[src/hdl/mexp_pkg.sv]
`timescale 1ns / 1ps
// ----------------------------------------------------------------------------
// mexp_pkg
// Shared types, constants and the control store for the modular
// exponentiation unit.
// ----------------------------------------------------------------------------
package mexp_pkg;

  // field widths
  localparam int unsigned BASE_W  = 63;
  localparam int unsigned EXP_W   = 63;
  localparam int unsigned POWER_W = 30;

  // modulus and its barrett constant floor(2^60 / p)
  localparam int unsigned        PRIME_VAL = 32'd1000000007;
  localparam logic [29:0]        PRIME     = 30'(PRIME_VAL);
  localparam logic [31:0]        PRIME_X2  = 32'(2 * PRIME_VAL);
  localparam logic [63:0]        BARRETT_M64 = (64'd1 << 60) / 64'(PRIME_VAL);
  localparam logic [30:0]        BARRETT_M = BARRETT_M64[30:0];

  // control store
  localparam int unsigned STEP_W = 4;
  typedef logic [STEP_W-1:0] mexp_step_t;

  localparam mexp_step_t STEP_LOAD     = 4'd0;
  localparam mexp_step_t STEP_FOLD_HI  = 4'd1;
  localparam mexp_step_t STEP_WAIT_HI  = 4'd2;
  localparam mexp_step_t STEP_FOLD_LO  = 4'd3;
  localparam mexp_step_t STEP_WAIT_LO  = 4'd4;
  localparam mexp_step_t STEP_TEST     = 4'd5;
  localparam mexp_step_t STEP_MUL      = 4'd6;
  localparam mexp_step_t STEP_SQR      = 4'd7;
  localparam mexp_step_t STEP_WAIT_BIT = 4'd8;
  localparam mexp_step_t STEP_EMIT     = 4'd9;

  typedef enum logic [1:0] {OP_NONE, OP_FOLD, OP_MUL, OP_SQR} mexp_op_t;
  typedef enum logic [1:0] {HOLD_NONE, HOLD_IN, HOLD_UNIT, HOLD_OUT} mexp_hold_t;
  typedef enum logic [1:0] {JMP_NEXT, JMP_ALWAYS, JMP_EXP_ZERO} mexp_jump_t;

  typedef struct packed {
    mexp_op_t   op;
    logic       op_if_bit;  // issue only when exponent lsb is set
    logic       dest_acc;   // result goes to accumulator, else base
    logic       fold_hi;    // fold the top base digits
    logic       load;
    logic       shift;
    logic       emit;
    mexp_hold_t hold;
    mexp_jump_t jump;
    mexp_step_t target;
  } mexp_uword_t;

  // request into the multiply/reduce pipeline
  typedef struct packed {
    logic        valid;
    logic        fold;      // reduce {a, b} instead of a * b
    logic        dest_acc;
    logic [29:0] a;
    logic [29:0] b;
  } mexp_req_t;

  typedef struct packed {
    logic        valid;
    logic        dest_acc;
    logic [29:0] value;
  } mexp_rsp_t;

  function automatic mexp_uword_t ucode(input mexp_step_t step);
    mexp_uword_t w;
    w.op        = OP_NONE;
    w.op_if_bit = 1'b0;
    w.dest_acc  = 1'b0;
    w.fold_hi   = 1'b0;
    w.load      = 1'b0;
    w.shift     = 1'b0;
    w.emit      = 1'b0;
    w.hold      = HOLD_NONE;
    w.jump      = JMP_NEXT;
    w.target    = STEP_LOAD;
    unique case (step)
      STEP_LOAD: begin
        w.hold = HOLD_IN;
        w.load = 1'b1;
      end
      STEP_FOLD_HI: begin
        w.op      = OP_FOLD;
        w.fold_hi = 1'b1;
      end
      STEP_WAIT_HI: w.hold = HOLD_UNIT;
      STEP_FOLD_LO: w.op = OP_FOLD;
      STEP_WAIT_LO: w.hold = HOLD_UNIT;
      STEP_TEST: begin
        w.jump   = JMP_EXP_ZERO;
        w.target = STEP_EMIT;
      end
      STEP_MUL: begin
        w.op        = OP_MUL;
        w.op_if_bit = 1'b1;
        w.dest_acc  = 1'b1;
      end
      STEP_SQR: begin
        w.op    = OP_SQR;
        w.shift = 1'b1;
      end
      STEP_WAIT_BIT: begin
        w.hold   = HOLD_UNIT;
        w.jump   = JMP_ALWAYS;
        w.target = STEP_TEST;
      end
      STEP_EMIT: begin
        w.hold   = HOLD_OUT;
        w.emit   = 1'b1;
        w.jump   = JMP_ALWAYS;
        w.target = STEP_LOAD;
      end
      default: begin
        w.jump   = JMP_ALWAYS;
        w.target = STEP_LOAD;
      end
    endcase
    return w;
  endfunction

endpackage

[src/hdl/mexp_mulmod.sv]
`timescale 1ns / 1ps
// ----------------------------------------------------------------------------
// mexp_mulmod
// Four-stage multiply and barrett reduction modulo 1000000007.
// ----------------------------------------------------------------------------
module mexp_mulmod (
  input  logic                clk,
  input  logic                rst_n,
  input  mexp_pkg::mexp_req_t req,
  output mexp_pkg::mexp_rsp_t rsp,
  output logic                busy
);

  logic        v1_r, v2_r, v3_r, v4_r;
  logic        d1_r, d2_r, d3_r, d4_r;
  logic [59:0] x1_r, x1_nxt;
  logic [31:0] x2_r, x3_r;
  logic [30:0] q2_r;
  logic [31:0] qp3_r;
  logic [29:0] res_r, res_nxt;
  logic [61:0] bq;
  logic [31:0] r0, r1, r2;

  // operand or concatenated digits
  always_comb begin
    if (req.fold) begin
      x1_nxt = {req.a, req.b};
    end else begin
      x1_nxt = 60'(req.a) * 60'(req.b);
    end
  end

  assign bq = 62'(x1_r[59:29]) * 62'(mexp_pkg::BARRETT_M);

  // remainder lies below 3p, so only the low 32 bits matter
  always_comb begin
    r0 = x3_r - qp3_r;
    r1 = r0 - 32'(mexp_pkg::PRIME);
    r2 = r0 - mexp_pkg::PRIME_X2;
    if (r0 >= mexp_pkg::PRIME_X2) begin
      res_nxt = r2[29:0];
    end else if (r0 >= 32'(mexp_pkg::PRIME)) begin
      res_nxt = r1[29:0];
    end else begin
      res_nxt = r0[29:0];
    end
  end

  always_ff @(posedge clk) begin
    if (!rst_n) begin
      v1_r <= 1'b0;
      v2_r <= 1'b0;
      v3_r <= 1'b0;
      v4_r <= 1'b0;
    end else begin
      v1_r <= req.valid;
      v2_r <= v1_r;
      v3_r <= v2_r;
      v4_r <= v3_r;
    end
  end

  always_ff @(posedge clk) begin
    x1_r  <= x1_nxt;
    d1_r  <= req.dest_acc;
    q2_r  <= bq[61:31];
    x2_r  <= x1_r[31:0];
    d2_r  <= d1_r;
    qp3_r <= 32'(q2_r) * 32'(mexp_pkg::PRIME);
    x3_r  <= x2_r;
    d3_r  <= d2_r;
    res_r <= res_nxt;
    d4_r  <= d3_r;
  end

  assign rsp.valid    = v4_r;
  assign rsp.dest_acc = d4_r;
  assign rsp.value    = res_r;
  assign busy         = v1_r | v2_r | v3_r | v4_r;

endmodule

[src/hdl/modular_exponentiation_unit.sv]
`timescale 1ns / 1ps
// ----------------------------------------------------------------------------
// modular_exponentiation_unit
// base^exponent mod 1000000007 by right-to-left square-and-multiply.
// ----------------------------------------------------------------------------
// One item in, one result out. The base is first folded below the prime in two
// passes through the reduce pipeline, then each exponent bit from the lsb up
// issues a conditional accumulator multiply and a base square back to back
// into a shared four-stage multiply/barrett-reduce pipeline. Each bit waits
// out the pipeline latency before the next begins. A zero exponent gives 1
// for every base. The result sits in an output register, so the next item is
// taken while the last result still waits for its transfer.
module modular_exponentiation_unit (
  input  logic         clk,
  input  logic         rst_n,
  // input channel
  input  logic         in_tvalid,
  output logic         in_tready,
  input  logic [127:0] in_tdata,   // [62:0] base, [125:63] exponent, rest zero
  // result channel
  output logic         out_tvalid,
  input  logic         out_tready,
  output logic [31:0]  out_tdata   // [29:0] power, rest zero
);

  mexp_pkg::mexp_step_t  step_r, step_nxt;
  mexp_pkg::mexp_uword_t uw;
  mexp_pkg::mexp_req_t   req;
  mexp_pkg::mexp_rsp_t   rsp;
  logic                  unit_busy;
  logic                  stall, go, taken;

  logic [62:0]           base_r;     // raw base, kept for the fold passes
  logic [62:0]           exp_r;      // exponent, shifted right one bit per pass
  logic [29:0]           acc_r;      // running product
  logic [29:0]           b_r;        // base power, squared each pass
  logic                  out_valid_r;
  logic [29:0]           out_power_r;

  // control store lookup
  assign uw = mexp_pkg::ucode(step_r);

  // hold decode
  always_comb begin
    unique case (uw.hold)
      mexp_pkg::HOLD_NONE: stall = 1'b0;
      mexp_pkg::HOLD_IN:   stall = !in_tvalid;
      mexp_pkg::HOLD_UNIT: stall = unit_busy;
      mexp_pkg::HOLD_OUT:  stall = out_valid_r && !out_tready;
      default:             stall = 1'b0;
    endcase
  end

  assign go = !stall;

  // jump decode
  always_comb begin
    unique case (uw.jump)
      mexp_pkg::JMP_NEXT:     taken = 1'b0;
      mexp_pkg::JMP_ALWAYS:   taken = 1'b1;
      mexp_pkg::JMP_EXP_ZERO: taken = (exp_r == '0);
      default:                taken = 1'b0;
    endcase
    if (!go) begin
      step_nxt = step_r;
    end else if (taken) begin
      step_nxt = uw.target;
    end else begin
      step_nxt = step_r + mexp_pkg::mexp_step_t'(1);
    end
  end

  // operand selection for the reduce pipeline
  always_comb begin
    req.valid    = go && (uw.op != mexp_pkg::OP_NONE) && (!uw.op_if_bit || exp_r[0]);
    req.fold     = (uw.op == mexp_pkg::OP_FOLD);
    req.dest_acc = uw.dest_acc;
    case (uw.op)
      mexp_pkg::OP_FOLD: begin
        if (uw.fold_hi) begin
          req.a = {27'd0, base_r[62:60]};
          req.b = base_r[59:30];
        end else begin
          req.a = b_r;
          req.b = base_r[29:0];
        end
      end
      mexp_pkg::OP_MUL: begin
        req.a = acc_r;
        req.b = b_r;
      end
      default: begin
        req.a = b_r;
        req.b = b_r;
      end
    endcase
  end

  mexp_mulmod u_mulmod (
    .clk   (clk),
    .rst_n (rst_n),
    .req   (req),
    .rsp   (rsp),
    .busy  (unit_busy)
  );

  // sequencer and output slot
  always_ff @(posedge clk) begin
    if (!rst_n) begin
      step_r      <= mexp_pkg::STEP_LOAD;
      out_valid_r <= 1'b0;
    end else begin
      step_r <= step_nxt;
      if (go && uw.emit) begin
        out_valid_r <= 1'b1;
      end else if (out_tready) begin
        out_valid_r <= 1'b0;
      end
    end
  end

  // datapath registers
  always_ff @(posedge clk) begin
    if (go && uw.load) begin
      base_r <= in_tdata[62:0];
      exp_r  <= in_tdata[125:63];
      acc_r  <= 30'd1;
    end else begin
      if (go && uw.shift) begin
        exp_r <= exp_r >> 1;
      end
      if (rsp.valid) begin
        if (rsp.dest_acc) begin
          acc_r <= rsp.value;
        end else begin
          b_r <= rsp.value;
        end
      end
    end
    if (go && uw.emit) begin
      out_power_r <= acc_r;
    end
  end

  assign in_tready  = (uw.hold == mexp_pkg::HOLD_IN);
  assign out_tvalid = out_valid_r;
  assign out_tdata  = {2'd0, out_power_r};

  // the pipeline is drained before a new item is loaded
  a_no_wb_at_load: assert property (@(posedge clk) disable iff (!rst_n)
    rsp.valid |-> step_r != mexp_pkg::STEP_LOAD)
    else $error("reduce result returned while waiting for input");

  // a result is only emitted once all multiplies have landed
  a_emit_idle: assert property (@(posedge clk) disable iff (!rst_n)
    (go && uw.emit) |-> !unit_busy)
    else $error("result emitted with multiplies in flight");

  // every reduce result is fully reduced
  a_reduced: assert property (@(posedge clk) disable iff (!rst_n)
    rsp.valid |-> rsp.value < mexp_pkg::PRIME)
    else $error("reduce result not below the prime");

endmodule

[config.mk]
export PLATFORM = sky130hd
export DESIGN_NAME = modular_exponentiation_unit
export DESIGN_NICKNAME = d
export VERILOG_FILES = /design/src/hdl/mexp_pkg.sv /design/src/hdl/mexp_mulmod.sv /design/src/hdl/modular_exponentiation_unit.sv
export SDC_FILE = /design/constraint.sdc
export NUM_CORES = 2
export LEC_CHECK = 0
export ABC_AREA = 1
export BUFFER_PORTS_ARGS = -buffer_cell sky130_fd_sc_hd__buf_2
export CAP_MARGIN = 20
export CORE_ASPECT_RATIO = 1.4
export CORE_MARGIN = 3
export CORE_UTILIZATION = 25
export DETAILED_ROUTE_END_ITERATION = 8
export PLACE_DENSITY_LB_ADDON = 0.08
export SLEW_MARGIN = 20
export SYNTH_ARGS = -nofsm -noshare
export SYNTH_HDL_FRONTEND = slang
export SYNTH_HIERARCHICAL = 1
export SYNTH_SLANG_ARGS = --single-unit
[constraint.sdc]
create_clock -name clk -period 8.8 [get_ports clk]
set_input_delay 2.2 -clock clk [delete_from_list [all_inputs] [get_ports clk]]
set_output_delay 2.2 -clock clk [all_outputs]
set_load 0.1 [all_outputs]
==> summary.txt <==
Placed design
  • Gpl congestion: 0.9133
  • Placement Cell Area: 0.08294 mm2
  • Detailed-placement wirelength estimate: 249.4 mm
  • Dpl ws: -1016 ps
  • IO Port Bufs: 161

STA
  • Max Slew Vio Count: 0
  • Max transition margin: 19.27%
  • Final setup TNS: -764.5 ps
  • Final setup vio count: 14
  • Minimum clock period: 8909 ps
  • Final Hold Fails: 0
  • Maximum clock frequency: 112.2 MHz
  • Final period utilization: 101.2%
  • Final Worst Setup Slack: -109.1 ps
  • Slew @ Worst Pin: 1209 ps
  • RSZ-0062 raised after global routing: true
  • Worst-case clock skew: 78.74 ps

Synthesis
  • Syn Area/Cell: 8.182 um2
  • Synth Register Bits: 446
  • EDFF count, synth: 186
  • Share of the synthesized area in the top cell type: 33.86%
  • Synth area leaders: fa_1 (34%), ha_1 (14%), inv_1 (13%)
  • Largest area contributor in the synthesized netlist: fa_1
  • Synth Area in Compound Gates: 4.969%
  • Warnings from Yosys: 6
  • Post-Synthesis Cells: 8845
  • Largest family of logic cells by synthesized area: adder cells
  • Post-Syn Area: 0.07237 mm2
  • Distinct cells, synth: 64
  • Most used flip-flop cell after synthesis: dfxtp_1
  • Simple-gate share of the synthesized area: 15.97%
  • Post-synth ARST share: 0%
  • Register area share after synthesis: 14.91%
  • Synth Area in XOR/XNOR: 1.731%
  • Mux contribution to synthesized area: 0.4513%
  • Adder-cell share of the synthesized area: 47.78%

Global route
  • Initial antenna violation count: 25
  • First-pass GRT wire length: 429.7 mm
  • All-layer global routing usage: 19.91%
  • GR Overflow Total: 0
  • Largest net degree at the start of global routing: 71
  • Vias in the first global route: 63600

Die
  • Total core area: 0.2880 mm2
  • Total Die Area: 0.2960 mm2
  • Top Ports: 166
  • Die Ht: 642.6 um
  • Chip width: 460.7 um
  • Row count: 233
  • Initial Util: 25.12%

Worst setup path
  • Setup slack, reg-to-reg: -110 ps
  • CP Launch Type: register
  • Cell count along the critical path: 39
  • Top Family by Delay on Critical Path: adder cells
  • Req. time, crit path: 9390 ps
  • CP Class: register to register
  • Critical path peak fanout: 6
  • CP max stage cell: fa_2
  • Delay of the slowest cell on the worst path: 640 ps
  • Critical path arrival: 9500 ps
  • R2R cell count: 39
  • Worst path bufs/invs: 14
  • CP Capture Type: register
  • Worst r2r src: step_r[1]$_SDFFE_PN0N_
  • Reg2reg end: u_mulmod/x1_r[46]$_DFF_P_

Layout
  • Share of layout cells above drive strength 1: 17.07%
  • Filler instances: 30870
  • Nets: 11730
  • Most frequent cells in the layout: inv_1 (2346), nand2_1 (2027), fa_1 (1159), ha_1 (770), buf_4 (543)
  • Finished Core Util: 31.05%
  • Post-route cell area: 0.08943 mm2
  • Most common cell after layout, fill and taps aside: inv_1
  • Area Growth Syn to Fin: 23.59%

Drt
  • DRT iter0 DRCs: 2729
  • Wire length per cell: 21.92 um
  • Final ANT Viol Nets: 0
  • Final WL: 294.9 mm
  • Vias: 58240
  • Drt first pass iters: 5
  • # DRC: 0
  • Via-per-instance ratio: 4.328

Clock tree
  • Clock transition at path regs: 100 ps
  • Root buf cell: clkbuf_16
  • CTS Buf Count: 56
  • H-tree depth: 2
  • CTS Sinks: 446
  • CTS tree: built
  • Clock Latency Late Sink: 760 ps
  • Clock Path Buffers: 3
  • Hold Buf Count CTS: 0

Min path
  • Worst Hold End: u_mulmod/x3_r[11]$_DFF_P_
  • Hold Path Cell Cnt: 0
  • HP Class: register to register
  • Hold Crit Start: u_mulmod/x2_r[11]$_DFF_P_

Outcome
  • Failing checks: setup timing
  • Outcome: complete, but fails checks

Job
  • MaxCap Viol Count: 0
==> cells in the mapped netlist (all sizes together) (5+ instances only) <==
master  instances
nor2          414
clkbuf        216
a21o           20
buf            30
a21boi          8
o22ai          15
nor4            6
dfxtp         260
ha            805
edfxtp        186
o21a           10
o31ai           6
fa           1224
a31oi          45
xnor2          52
nor3           23
xor2           91
clkinv          5
nand3b         11
nand3         182
mux2           29
o21ai         232
inv          2457
a21oi         226
nand4          63
nand2        2122
or2            25
o211ai         13
a221oi          5
o32ai          15
o21bai         17
==> stage by stage <==
| stage | hold slack [ps] | cells |
|---|---|---|
| 6_report | 287.9 | 13460 |
| 5_1_grt | 316.7 | 13450 |
| 4_1_cts | 290.8 | 13330 |
| 3_5_place_dp | 312.1 | 13110 |
| 3_3_place_gp | 311.1 | 13100 |
| 2_1_floorplan | 309.6 | 8846 |
==> flip-flops by register name, summed over array words and instances, names as in the netlist, 4 cells and up <==
name / flops
acc_r: 30
b_r: 30
base_r: 63
exp_r: 63
out_power_r: 30
step_r: 4
u_mulmod/q2_r: 31
u_mulmod/qp3_r: 32
u_mulmod/res_r: 30
u_mulmod/x1_r: 60
u_mulmod/x2_r: 32
u_mulmod/x3_r: 32
==> per-layer routing <==
layer	GRT usage, %	part of all wire [%]	wire [um]
met5	0	0.0044	13
met2	39.82	57	167400
met1	21.43	37	108100
met3	1.297	2.2	6471
met4	7.443	4.4	12920
==> worst max-delay path by stage <==
stage                           startpoint                        end  slack (ps)
finish              step_r[1]$_SDFFE_PN0N_  u_mulmod/x1_r[46]$_DFF_P_        -110
global route        step_r[1]$_SDFFE_PN0N_  u_mulmod/x1_r[58]$_DFF_P_        -370
CTS                 step_r[0]$_SDFFE_PN0N_  u_mulmod/x1_r[41]$_DFF_P_        -130
detailed placement  step_r[1]$_SDFFE_PN0N_  u_mulmod/x1_r[25]$_DFF_P_       -1020
global placement    step_r[0]$_SDFFE_PN0N_  u_mulmod/x1_r[59]$_DFF_P_       -1210
floorplan           step_r[1]$_SDFFE_PN0N_  u_mulmod/x1_r[41]$_DFF_P_         100
==> kinds of logic after synthesis <==
group / count (synthesis)
and+or+nand+nor: 2857
other: 1
xor gates and xnor gates: 143
DFF: 446
AOI/OAI and AO/OA: 632
buffers and inverters: 2708
muxes: 29
adders and majority gates: 2029
==> layout make-up <==
type                       instances  area [um2]  share of cell area (%)
clock buffer                      78        1592                   1.780
tap                             3760        4705                   5.260
clock inverter                    28       327.8                  0.3665
antenna                           76       190.2                  0.2126
sequential                       446       10800                   12.07
timing repair buffer             912        8418                   9.413
inverter                        2462        9263                   10.36
multi-input combinational       5693       54140                   60.54
==> timing repair <==
item	CTS	global route
gates cloned	7	3
hold endpoints to repair	0	0
buffers inserted	114	55
gates resized for setup	408	313
pin swaps	135	174
endpoints found under the setup margin	46	44
Power is not shown: default switching activity piles up to over one toggle a cycle in this logic, so the estimate is an artifact.
